**config.mk**
```make
export PLATFORM = sky130hd
export DESIGN_NAME = particle_sensor_frame_parser
export DESIGN_NICKNAME = d
export VERILOG_FILES = /design/src/sv/psfp_pkg.sv /design/src/sv/particle_sensor_frame_parser.sv
export VERILOG_INCLUDE_DIRS = /design/src /design/src/sv
export SDC_FILE = /design/constraint.sdc
export NUM_CORES = 1
export LEC_CHECK = 0
export BUFFER_PORTS_ARGS = -buffer_cell sky130_fd_sc_hd__buf_4
export CAP_MARGIN = 40
export CORE_MARGIN = 5
export CORE_UTILIZATION = 63
export DETAILED_ROUTE_END_ITERATION = 6
export HOLD_SLACK_MARGIN = 0.12
export PLACE_DENSITY = 0.85
export SLEW_MARGIN = 30
export SYNTH_ARGS = -nofsm -noshare
export SYNTH_HDL_FRONTEND = slang
export SYNTH_SLANG_ARGS = --single-unit
```
**constraint.sdc**
```tcl
create_clock -name clk -period 7.9 [get_ports clk]
set_clock_uncertainty 0.1 [all_clocks]
set_input_delay 0.79 -clock clk [delete_from_list [all_inputs] [get_ports clk]]
set_output_delay 0.79 -clock clk [all_outputs]
set_load 0.02 [all_outputs]
```
**src/sv/particle_sensor_frame_parser_macros.svh**
```systemverilog
// assertion macros used by the parser rtl
`ifndef PARTICLE_SENSOR_FRAME_PARSER_MACROS_SVH
`define PARTICLE_SENSOR_FRAME_PARSER_MACROS_SVH

// clocked check, switched off while reset is high
`define PSFP_ASSERT(label, prop, msg) \
  label: assert property (@(posedge clk) disable iff (rst) prop) else $error(msg);

// clocked check that also runs through reset
`define PSFP_ASSERT_ALWAYS(label, prop, msg) \
  label: assert property (@(posedge clk) prop) else $error(msg);

`endif

```
**src/sv/psfp_pkg.sv**
```systemverilog
// constants and widths for the particle sensor frame parser
package psfp_pkg;

  localparam int COUNTER_WIDTH_DEF = 16;

  localparam int BYTE_W  = 8;
  localparam int VALUE_W = 16;
  localparam int OUT_DATA_W = 4 * VALUE_W;

  localparam logic [BYTE_W-1:0] HDR_BYTE  = 8'hAA;
  localparam logic [BYTE_W-1:0] CMD_BYTE  = 8'hC0;
  localparam logic [BYTE_W-1:0] TAIL_BYTE = 8'hAB;

  localparam int STATE_W = 4;
  localparam logic [STATE_W-1:0] ST_HEADER  = 4'd0;
  localparam logic [STATE_W-1:0] ST_COMMAND = 4'd1;
  localparam logic [STATE_W-1:0] ST_D1      = 4'd2;
  localparam logic [STATE_W-1:0] ST_D2      = 4'd3;
  localparam logic [STATE_W-1:0] ST_D3      = 4'd4;
  localparam logic [STATE_W-1:0] ST_D4      = 4'd5;
  localparam logic [STATE_W-1:0] ST_D5      = 4'd6;
  localparam logic [STATE_W-1:0] ST_D6      = 4'd7;
  localparam logic [STATE_W-1:0] ST_CKSUM   = 4'd8;
  localparam logic [STATE_W-1:0] ST_TAIL    = 4'd9;

endpackage

```
**src/sv/particle_sensor_frame_parser.sv**
```systemverilog
// particle sensor frame parser: byte stream in, reading and counters out
//
// Parses ten-byte sensor frames from a stream of received serial bytes: header
// 0xAA, command 0xC0, six data bytes, a sum-of-data checksum and tail 0xAB.
// Every input transaction (one byte) yields exactly one output transaction.
// The output tdata carries the current PM2.5 and PM10 registers (written as
// their data bytes arrive, so they can show a half-built value mid-frame) and
// the low 16 bits of the bad-character and checksum-failure counters, which
// are COUNTER_WIDTH bits wide and wrap. tuser is high on the transaction of a
// checksum byte that matched. A byte is taken every clock: it lands in an
// input register, is parsed by one pass of logic (a byte compare and an 8-bit
// add) and its result goes to an output register, so throughput is one byte
// per cycle while the output side keeps up. Both registers hold under
// backpressure; tready is high whenever the input register is empty or moving
// on. Reset is synchronous and returns the parser to header hunting with all
// values and counters at zero.
module particle_sensor_frame_parser #(
  parameter int COUNTER_WIDTH = psfp_pkg::COUNTER_WIDTH_DEF
) (
  input  logic                          clk,
  input  logic                          rst,
  // input byte stream
  input  logic                          s_axis_tvalid,
  output logic                          s_axis_tready,
  input  logic [psfp_pkg::BYTE_W-1:0]   s_axis_tdata,   // [7:0] rx_byte
  // result stream
  output logic                          m_axis_tvalid,
  input  logic                          m_axis_tready,
  // [15:0] pm25_value, [31:16] pm10_value, [47:32] bad_char_count,
  // [63:48] checksum_fail_count
  output logic [psfp_pkg::OUT_DATA_W-1:0] m_axis_tdata,
  output logic                          m_axis_tuser    // [0] reading_valid
);
  import psfp_pkg::*;

  `include "particle_sensor_frame_parser_macros.svh"

  // input register
  logic              in_valid;
  logic [BYTE_W-1:0] in_byte;

  // parser state
  logic [STATE_W-1:0]       state, state_next;
  logic [BYTE_W-1:0]        running_sum, running_sum_next;
  logic [VALUE_W-1:0]       pm25, pm25_next;
  logic [VALUE_W-1:0]       pm10, pm10_next;
  logic [COUNTER_WIDTH-1:0] bad_count, bad_count_next;
  logic [COUNTER_WIDTH-1:0] cksum_fail, cksum_fail_next;
  logic                     reading_next;

  // output register
  logic                  out_valid;
  logic                  out_reading;
  logic [VALUE_W-1:0]    out_pm25, out_pm10, out_bad, out_fail;

  // counters seen through the 16-bit output view
  logic [VALUE_W-1:0] bad_view, fail_view;

  logic out_advance;  // output register can take a new result
  logic step;         // input byte is parsed this cycle

  assign out_advance   = !out_valid || m_axis_tready;
  assign step          = in_valid && out_advance;
  assign s_axis_tready = !in_valid || out_advance;

  // input register
  always_ff @(posedge clk) begin
    if (rst) begin
      in_valid <= 1'b0;
    end else if (s_axis_tready) begin
      in_valid <= s_axis_tvalid;
    end
  end

  always_ff @(posedge clk) begin
    if (s_axis_tready && s_axis_tvalid) begin
      in_byte <= s_axis_tdata;
    end
  end

  // frame parser, one byte per pass
  always_comb begin
    state_next       = state;
    running_sum_next = running_sum;
    pm25_next        = pm25;
    pm10_next        = pm10;
    bad_count_next   = bad_count;
    cksum_fail_next  = cksum_fail;
    reading_next     = 1'b0;
    case (state)
      ST_COMMAND: begin
        if (in_byte == CMD_BYTE) begin
          state_next = ST_D1;
        end else begin
          bad_count_next = bad_count + 1'b1;
          state_next     = ST_HEADER;
        end
      end
      ST_D1: begin
        pm25_next        = {8'h00, in_byte};
        running_sum_next = in_byte;
        state_next       = ST_D2;
      end
      ST_D2: begin
        pm25_next        = pm25 | {in_byte, 8'h00};
        running_sum_next = running_sum + in_byte;
        state_next       = ST_D3;
      end
      ST_D3: begin
        pm10_next        = {8'h00, in_byte};
        running_sum_next = running_sum + in_byte;
        state_next       = ST_D4;
      end
      ST_D4: begin
        pm10_next        = pm10 | {in_byte, 8'h00};
        running_sum_next = running_sum + in_byte;
        state_next       = ST_D5;
      end
      ST_D5: begin
        running_sum_next = running_sum + in_byte;
        state_next       = ST_D6;
      end
      ST_D6: begin
        running_sum_next = running_sum + in_byte;
        state_next       = ST_CKSUM;
      end
      ST_CKSUM: begin
        if (in_byte != running_sum) begin
          cksum_fail_next = cksum_fail + 1'b1;
          state_next      = ST_HEADER;
        end else begin
          reading_next = 1'b1;
          state_next   = ST_TAIL;
        end
      end
      ST_TAIL: begin
        // any tail byte ends the frame, a wrong one is also counted
        if (in_byte != TAIL_BYTE) begin
          bad_count_next = bad_count + 1'b1;
        end
        state_next = ST_HEADER;
      end
      default: begin
        // header hunting, also taken by unused codes
        if (in_byte == HDR_BYTE) begin
          state_next = ST_COMMAND;
        end else begin
          bad_count_next = bad_count + 1'b1;
          state_next     = ST_HEADER;
        end
      end
    endcase
  end

  always_ff @(posedge clk) begin
    if (rst) begin
      state       <= ST_HEADER;
      running_sum <= '0;
      pm25        <= '0;
      pm10        <= '0;
      bad_count   <= '0;
      cksum_fail  <= '0;
    end else if (step) begin
      state       <= state_next;
      running_sum <= running_sum_next;
      pm25        <= pm25_next;
      pm10        <= pm10_next;
      bad_count   <= bad_count_next;
      cksum_fail  <= cksum_fail_next;
    end
  end

  // counters are shown as their low 16 bits, zero-extended when narrower
  assign bad_view  = VALUE_W'(bad_count_next);
  assign fail_view = VALUE_W'(cksum_fail_next);

  // output register
  always_ff @(posedge clk) begin
    if (rst) begin
      out_valid <= 1'b0;
    end else if (out_advance) begin
      out_valid <= in_valid;
    end
  end

  always_ff @(posedge clk) begin
    if (step) begin
      out_reading <= reading_next;
      out_pm25    <= pm25_next;
      out_pm10    <= pm10_next;
      out_bad     <= bad_view;
      out_fail    <= fail_view;
    end
  end

  assign m_axis_tvalid = out_valid;
  assign m_axis_tuser  = out_reading;
  assign m_axis_tdata  = {out_fail, out_bad, out_pm10, out_pm25};

  // a shown reading means the parser is now waiting for the tail byte
  `PSFP_ASSERT(a_reading_then_tail, (out_valid && out_reading) |-> (state == ST_TAIL),
    "reading flagged while parser is not at the tail byte")

  // parser state and counters only move when a byte is parsed
  `PSFP_ASSERT(a_hold_without_step,
    !step |=> ($stable(state) && $stable(bad_count) && $stable(cksum_fail)),
    "parser state changed without a parsed byte")

  // state never leaves the range of frame positions
  `PSFP_ASSERT(a_state_range, state <= ST_TAIL, "parser state beyond tail position")

  // reset empties both registers and restarts header hunting
  `PSFP_ASSERT_ALWAYS(a_reset_clears,
    rst |=> (state == ST_HEADER && !in_valid && !out_valid),
    "reset did not clear the parser")

endmodule

```
* Yosys cells after proc, flatten, opt, wreduce, memory -nomap -nowiden
Index checks and enable logic that the tools add are counted.
** Storage, ports and cells
- Bits of input ports :: 12
- Logic and storage cells :: 56
- Bits in registers :: 151
** Operators by class
- Add/sub/neg operators :: 3
- Equal/unequal tests :: 13
- Multiplexer cells :: 14
- Bitwise operators :: 2
- Reductions and logical operators :: 10
** Operator list (number)
- $mux W16 :: 5
- $pmux W16 S2 :: 2
- $pmux W16 S3 :: 1
- $pmux W4 S9 :: 1
- $add A16 B1 Y16 const B :: 2
- $or A16 B16 Y16 :: 2
- $eq A4 B3 Y1 const B :: 4
- $eq A8 B8 Y1 const B :: 2
- $pmux W8 S2 :: 1
- $add A8 B8 Y8 :: 1
- $eq A4 B2 Y1 const B :: 2
- $eq A4 B4 Y1 const B :: 2
- $ne A8 B8 Y1 :: 1
- $ne A8 B8 Y1 const B :: 1
- $reduce_or A7 Y1 :: 1
- $reduce_or A5 Y1 :: 1
- $eq A4 B1 Y1 const B :: 1
- $mux W4 :: 1
- $logic_and A1 B1 Y1 :: 2
- $logic_not A1 Y1 :: 2
- $logic_or A1 B1 Y1 :: 2
- $mux W1 :: 2
- $mux W2 :: 1
- $reduce_and A2 Y1 :: 1
- $reduce_bool A2 Y1 :: 1

* Logic depth before layout (Yosys ltp)
- Depth in word-level cells :: 4
- Depth in mapped cells :: 9

* Worst setup path before layout
No wires, ideal clock.
- Path kind :: input port to flip-flop
- Start point :: in m_axis_tready
- End point :: reg out_reading, in the netlist m_axis_tuser, enable pin
- Data arrival time :: 3.497 ns
- Stages on the path :: 6
- Slack :: 3.848 ns
- Buffers on the path :: 3
- Path through :: nor2b_1 -> nand2b_1 -> clkbuf_1 -> clkinv_1 -> clkbuf_1 -> clkbuf_1
** On the way
- Word-level cells in the longest chain between the ends :: 2
** Ends and longest elaborated chain
- start, declared :: line particle_sensor_frame_parser.sv:28 : input logic m_axis_tready,
- $logic_or A1 B1 Y1 :: line particle_sensor_frame_parser.sv:62 : assign out_advance = !out_valid || m_axis_tready;
- $logic_and A1 B1 Y1 :: line particle_sensor_frame_parser.sv:63 : assign step = in_valid && out_advance;
- via step :: line particle_sensor_frame_parser.sv:60 : logic step;
- end signal, assigned :: line particle_sensor_frame_parser.sv:188 : out_reading <= reading_next;
- end, declared :: line particle_sensor_frame_parser.sv:53 : logic out_reading;
The timed path passes the listed nets, and every way through them passes these cells.
A chain may end at the register's enable or synchronous reset.

* Worst setup path after layout
- Start point :: reg in_byte[3]
- End point :: reg out_fail[13], data pin
** On the way
- Word-level cells in the longest chain between the ends :: 3
** Ends and longest elaborated chain
- start, declared :: line particle_sensor_frame_parser.sv:40 : logic [BYTE_W-1:0] in_byte;
- start signal, assigned :: line particle_sensor_frame_parser.sv:77 : in_byte <= s_axis_tdata;
- $ne A8 B8 Y1 :: line particle_sensor_frame_parser.sv:128 : if (in_byte != running_sum) begin
- $mux W16 :: line particle_sensor_frame_parser.sv:128
- $mux W16 :: line particle_sensor_frame_parser.sv:90 : case (state)
- via cksum_fail_next[13] :: line particle_sensor_frame_parser.sv:48 : logic [COUNTER_WIDTH-1:0] cksum_fail, cksum_fail_next;
- end signal, assigned :: line particle_sensor_frame_parser.sv:192 : out_fail <= fail_view;
- end, declared :: line particle_sensor_frame_parser.sv:54 : logic [VALUE_W-1:0] out_pm25, out_pm10, out_bad, out_fail;
The timed path passes the listed nets, and every way through them passes these cells.

==> flow_summary_export.csv <==
group,metric,value,unit
pwr,peakVddDrop,0.129,mV
yosys,synth-async-reset-ratio,0,%
place,place_congestion,0.836,
yosys,syn-cell-area,0.00683,mm2
sta,setup_violations,0,
pwr,leakage,0.00301,uW
clocking,clockBufferDepth,2,
yosys,synth_top_area_share,32.1,%
layout,final_common_cell,"nor2_1",
layout,drive_gt1_share,19.4,%
sta,rsz0062_at_grt,"no",
place,dpl.hpwl,9030,um
layout,layout_common_cells,"nor2_1 (92), buf_4 (86), nand2_1 (85), dfxtp_1 (78), edfxtp_1 (73)",
yosys,synth_flop_cell,"dfxtp_1",
clocking,clk_latency,0.53,ns
yosys,ys_seq_area_share,55.0,%
sta,hold_viol_final,0,
grt,antenna_found_initial,0,
yosys,syn_avg_cell_area,10.1,um2
route,routed_wl,14400,um
setup_path,crit_path_end_kind,"register",
sta,period_minus_slack,3.05,ns
setup_path,cp_max_fo,12,
setup_path,cp.arrival,3.23,ns
setup_path,cp_num_buf_inv,1,
sta,slew_headroom,45.5,%
die,dieArea,0.0130,mm2
hold_path,hp-start,"s_axis_tdata[5]",
clocking,cts-root-buf,"clkbuf_8",
clocking,holdBufCountCts,0,
clocking,clkTransAtPathRegs,0.07,ns
clocking,numCtsBuffers,17,
route,drtIter0Drc,310,
setup_path,cp_slowest_cell,"edfxtp_1",
layout,nets,760,
grt,gr-total-overflow,0,
sta,tns,0,ns
setup_path,rrSetupSlack,4.85,ns
setup_path,crit_path_cell_trace,"ha_1 > or4_1 > o31ai_1 > buf_4 > or3_1 > nor2_1 > and3_1 > xor2_1",
sta,whs,0.330,ns
die,fp.coreArea,0.0107,mm2
sta,worstMarginPinSlew,0.810,ns
setup_path,r2r-start,"in_byte[3]",
layout,fill_cells,724,
setup_path,critPathRequiredTime,8.08,ns
setup_path,cp_top_family,"simple AND/OR/NAND/NOR gates",
die,io_pins,79,
setup_path,crit_type,"register to register",
die,row_count,38,
route,first_pass_iters,6,
setup_path,r2r_cells,8,
clocking,clock_sinks,151,
setup_path,max_stage_delay,0.60,ns
die,die_w,114,um
sta,drv_slew,0,
grt,grt_pass1_vias,4995,
yosys,synth-seq-cells,151,
die,die_h,114,um
yosys,synth_largest_area_cell,"edfxtp_1",
setup_path,rr_endpoint,"out_fail[13]",
sta,max_freq,0.327,GHz
route,drtAntennaViolNets,0,
hold_path,worstHoldPathCells,1,
hold_path,whs_endpoint,"in_byte[5]",
clocking,cts-htree-levels,4,
route,via_per_inst,5.85,
setup_path,cp-start-kind,"register",
clocking,cts_resized,0,
yosys,ys_types,57,
run,cap_violations,0,
yosys,yosys-top-cells-area,"edfxtp_1 (32%), dfxtp_1 (23%), nor2_1 (5.1%)",
layout,diodes,0,
place,port_buffers,78,
yosys,synth_edf_count,73,
layout,syn2layout_area_growth,18.1,%
sta,fin_crit_sh,38.7,%
clocking,post_cts_buffers,0,
grt,grt_pass1_wl,23700,um
route,drc,0,
clocking,cts_tree,"yes",
route,routed-via-count,5213,
yosys,yosysWarnings,0,
yosys,netlist_instances,678,
pwr,powerDensity,219,mW/mm2
hold_path,worst_hold_path_type,"input pin to register",
yosys,synth_nets,700,
grt,grt_max_degree,79,
run_status,run_status,"finished, final reports clean",
route,wl_per_cell,16.1,um
die,initial_core_util,63.5,%
grt,grtUsageTotal,22.8,%
-- metal layers --
layer	routed length [um]	part of all wire [%]	vias to the layer above	GRT usage, %
met4	320	2.2	0	9.34
li1	-	-	2489	-
met5	0	0	-	0
met3	905	6.3	35	4.49
met1	5930	41	2506	28.3
met2	7220	50	183	39.0
-- report_power, final --
group	switching (uW)	leakage, uW	internal (uW)
clock network	321	0.000277	484
logic	63.8	0.00142	38.5
registers	17.8	0.00132	844
-- worst register-to-register path, cell delays in order (launching register included) --
cell      delay [ns]
edfxtp_1        0.60
ha_1            0.47
or4_1           0.56
o31ai_1         0.28
buf_4           0.22
or3_1           0.17
nor2_1          0.08
and3_1          0.19
xor2_1          0.14
-- per-stage QoR --
stage                     util, %  setup slack, ns  cells  area (um2)  power (uW)
final                        75.0             4.85    891        8060        1770
after global routing         75.0             4.71    891        8060        1830
after CTS                    74.8             4.90    889        8040        1770
after detailed placement     69.3             4.57    857        7450         979
after global placement       69.3             4.65    857        7450         976
after floorplan                 -             3.85    678        6830         938
-- registers in the layout, indices dropped and copies added (netlist names) --
name and cells:
in_byte 8, out_bad 16, out_pm10 16, m_axis_tuser 1, running_sum 8, bad_count 16, m_axis_tvalid 1, state 4
out_pm25 16, cksum_fail 16, pm25 16, pm10 16, in_valid 1, out_fail 16
-- cell type report --
type / instances / area, um2 / area share (%)
clock buffers: 18 / 418 / 5.18
multi-input cells: 470 / 2830 / 35.1
flip-flops and latches: 151 / 3750 / 46.6
clock inverters: 14 / 173 / 2.14
inverters: 10 / 40.0 / 0.497
well taps: 140 / 175 / 2.17
repair buffers: 88 / 671 / 8.32
-- cell families after synthesis --
group                      count (synthesis)  synth area share (%)
and+or+nand+nor                          273                  18.8
DFF                                      151                  55.0
AOI/OAI and AO/OA                        106                  9.68
xor gates and xnor gates                  61                  7.82
buffers and inverters                     57                  3.54
muxes                                     20                  3.24
adders and majority gates                 10                  1.94
-- Yosys cell counts (all sizes together) (4+ instances only) --
library cell	count
xnor2	28
nand2b	4
xor2	33
o21ai	7
mux2	17
or3	7
edfxtp	73
a21oi	56
dfxtp	78
buf	11
nand3	20
ha	9
o211ai	6
inv	9
and2	5
or2	4
o2111ai	9
clkbuf	36
a311oi	5
and3	11
a211oi	7
nor2	92
nand2	85
nor3	21
-- how the worst max path moves through the flow --
stage | startpoint | to | slack [ns] | cells after the start
2_1_floorplan | m_axis_tready | m_axis_tuser | 3.85 | 6
3_3_place_gp | m_axis_tready | cksum_fail[12] | 4.65 | 9
3_5_place_dp | m_axis_tready | cksum_fail[12] | 4.57 | 9
4_1_cts | state[3] | cksum_fail[13] | 4.90 | 7
5_1_grt | state[3] | cksum_fail[9] | 4.71 | 7
6_report | in_byte[3] | out_fail[13] | 4.85 | 8
Note: power is estimated with default switching activity, not from simulation.
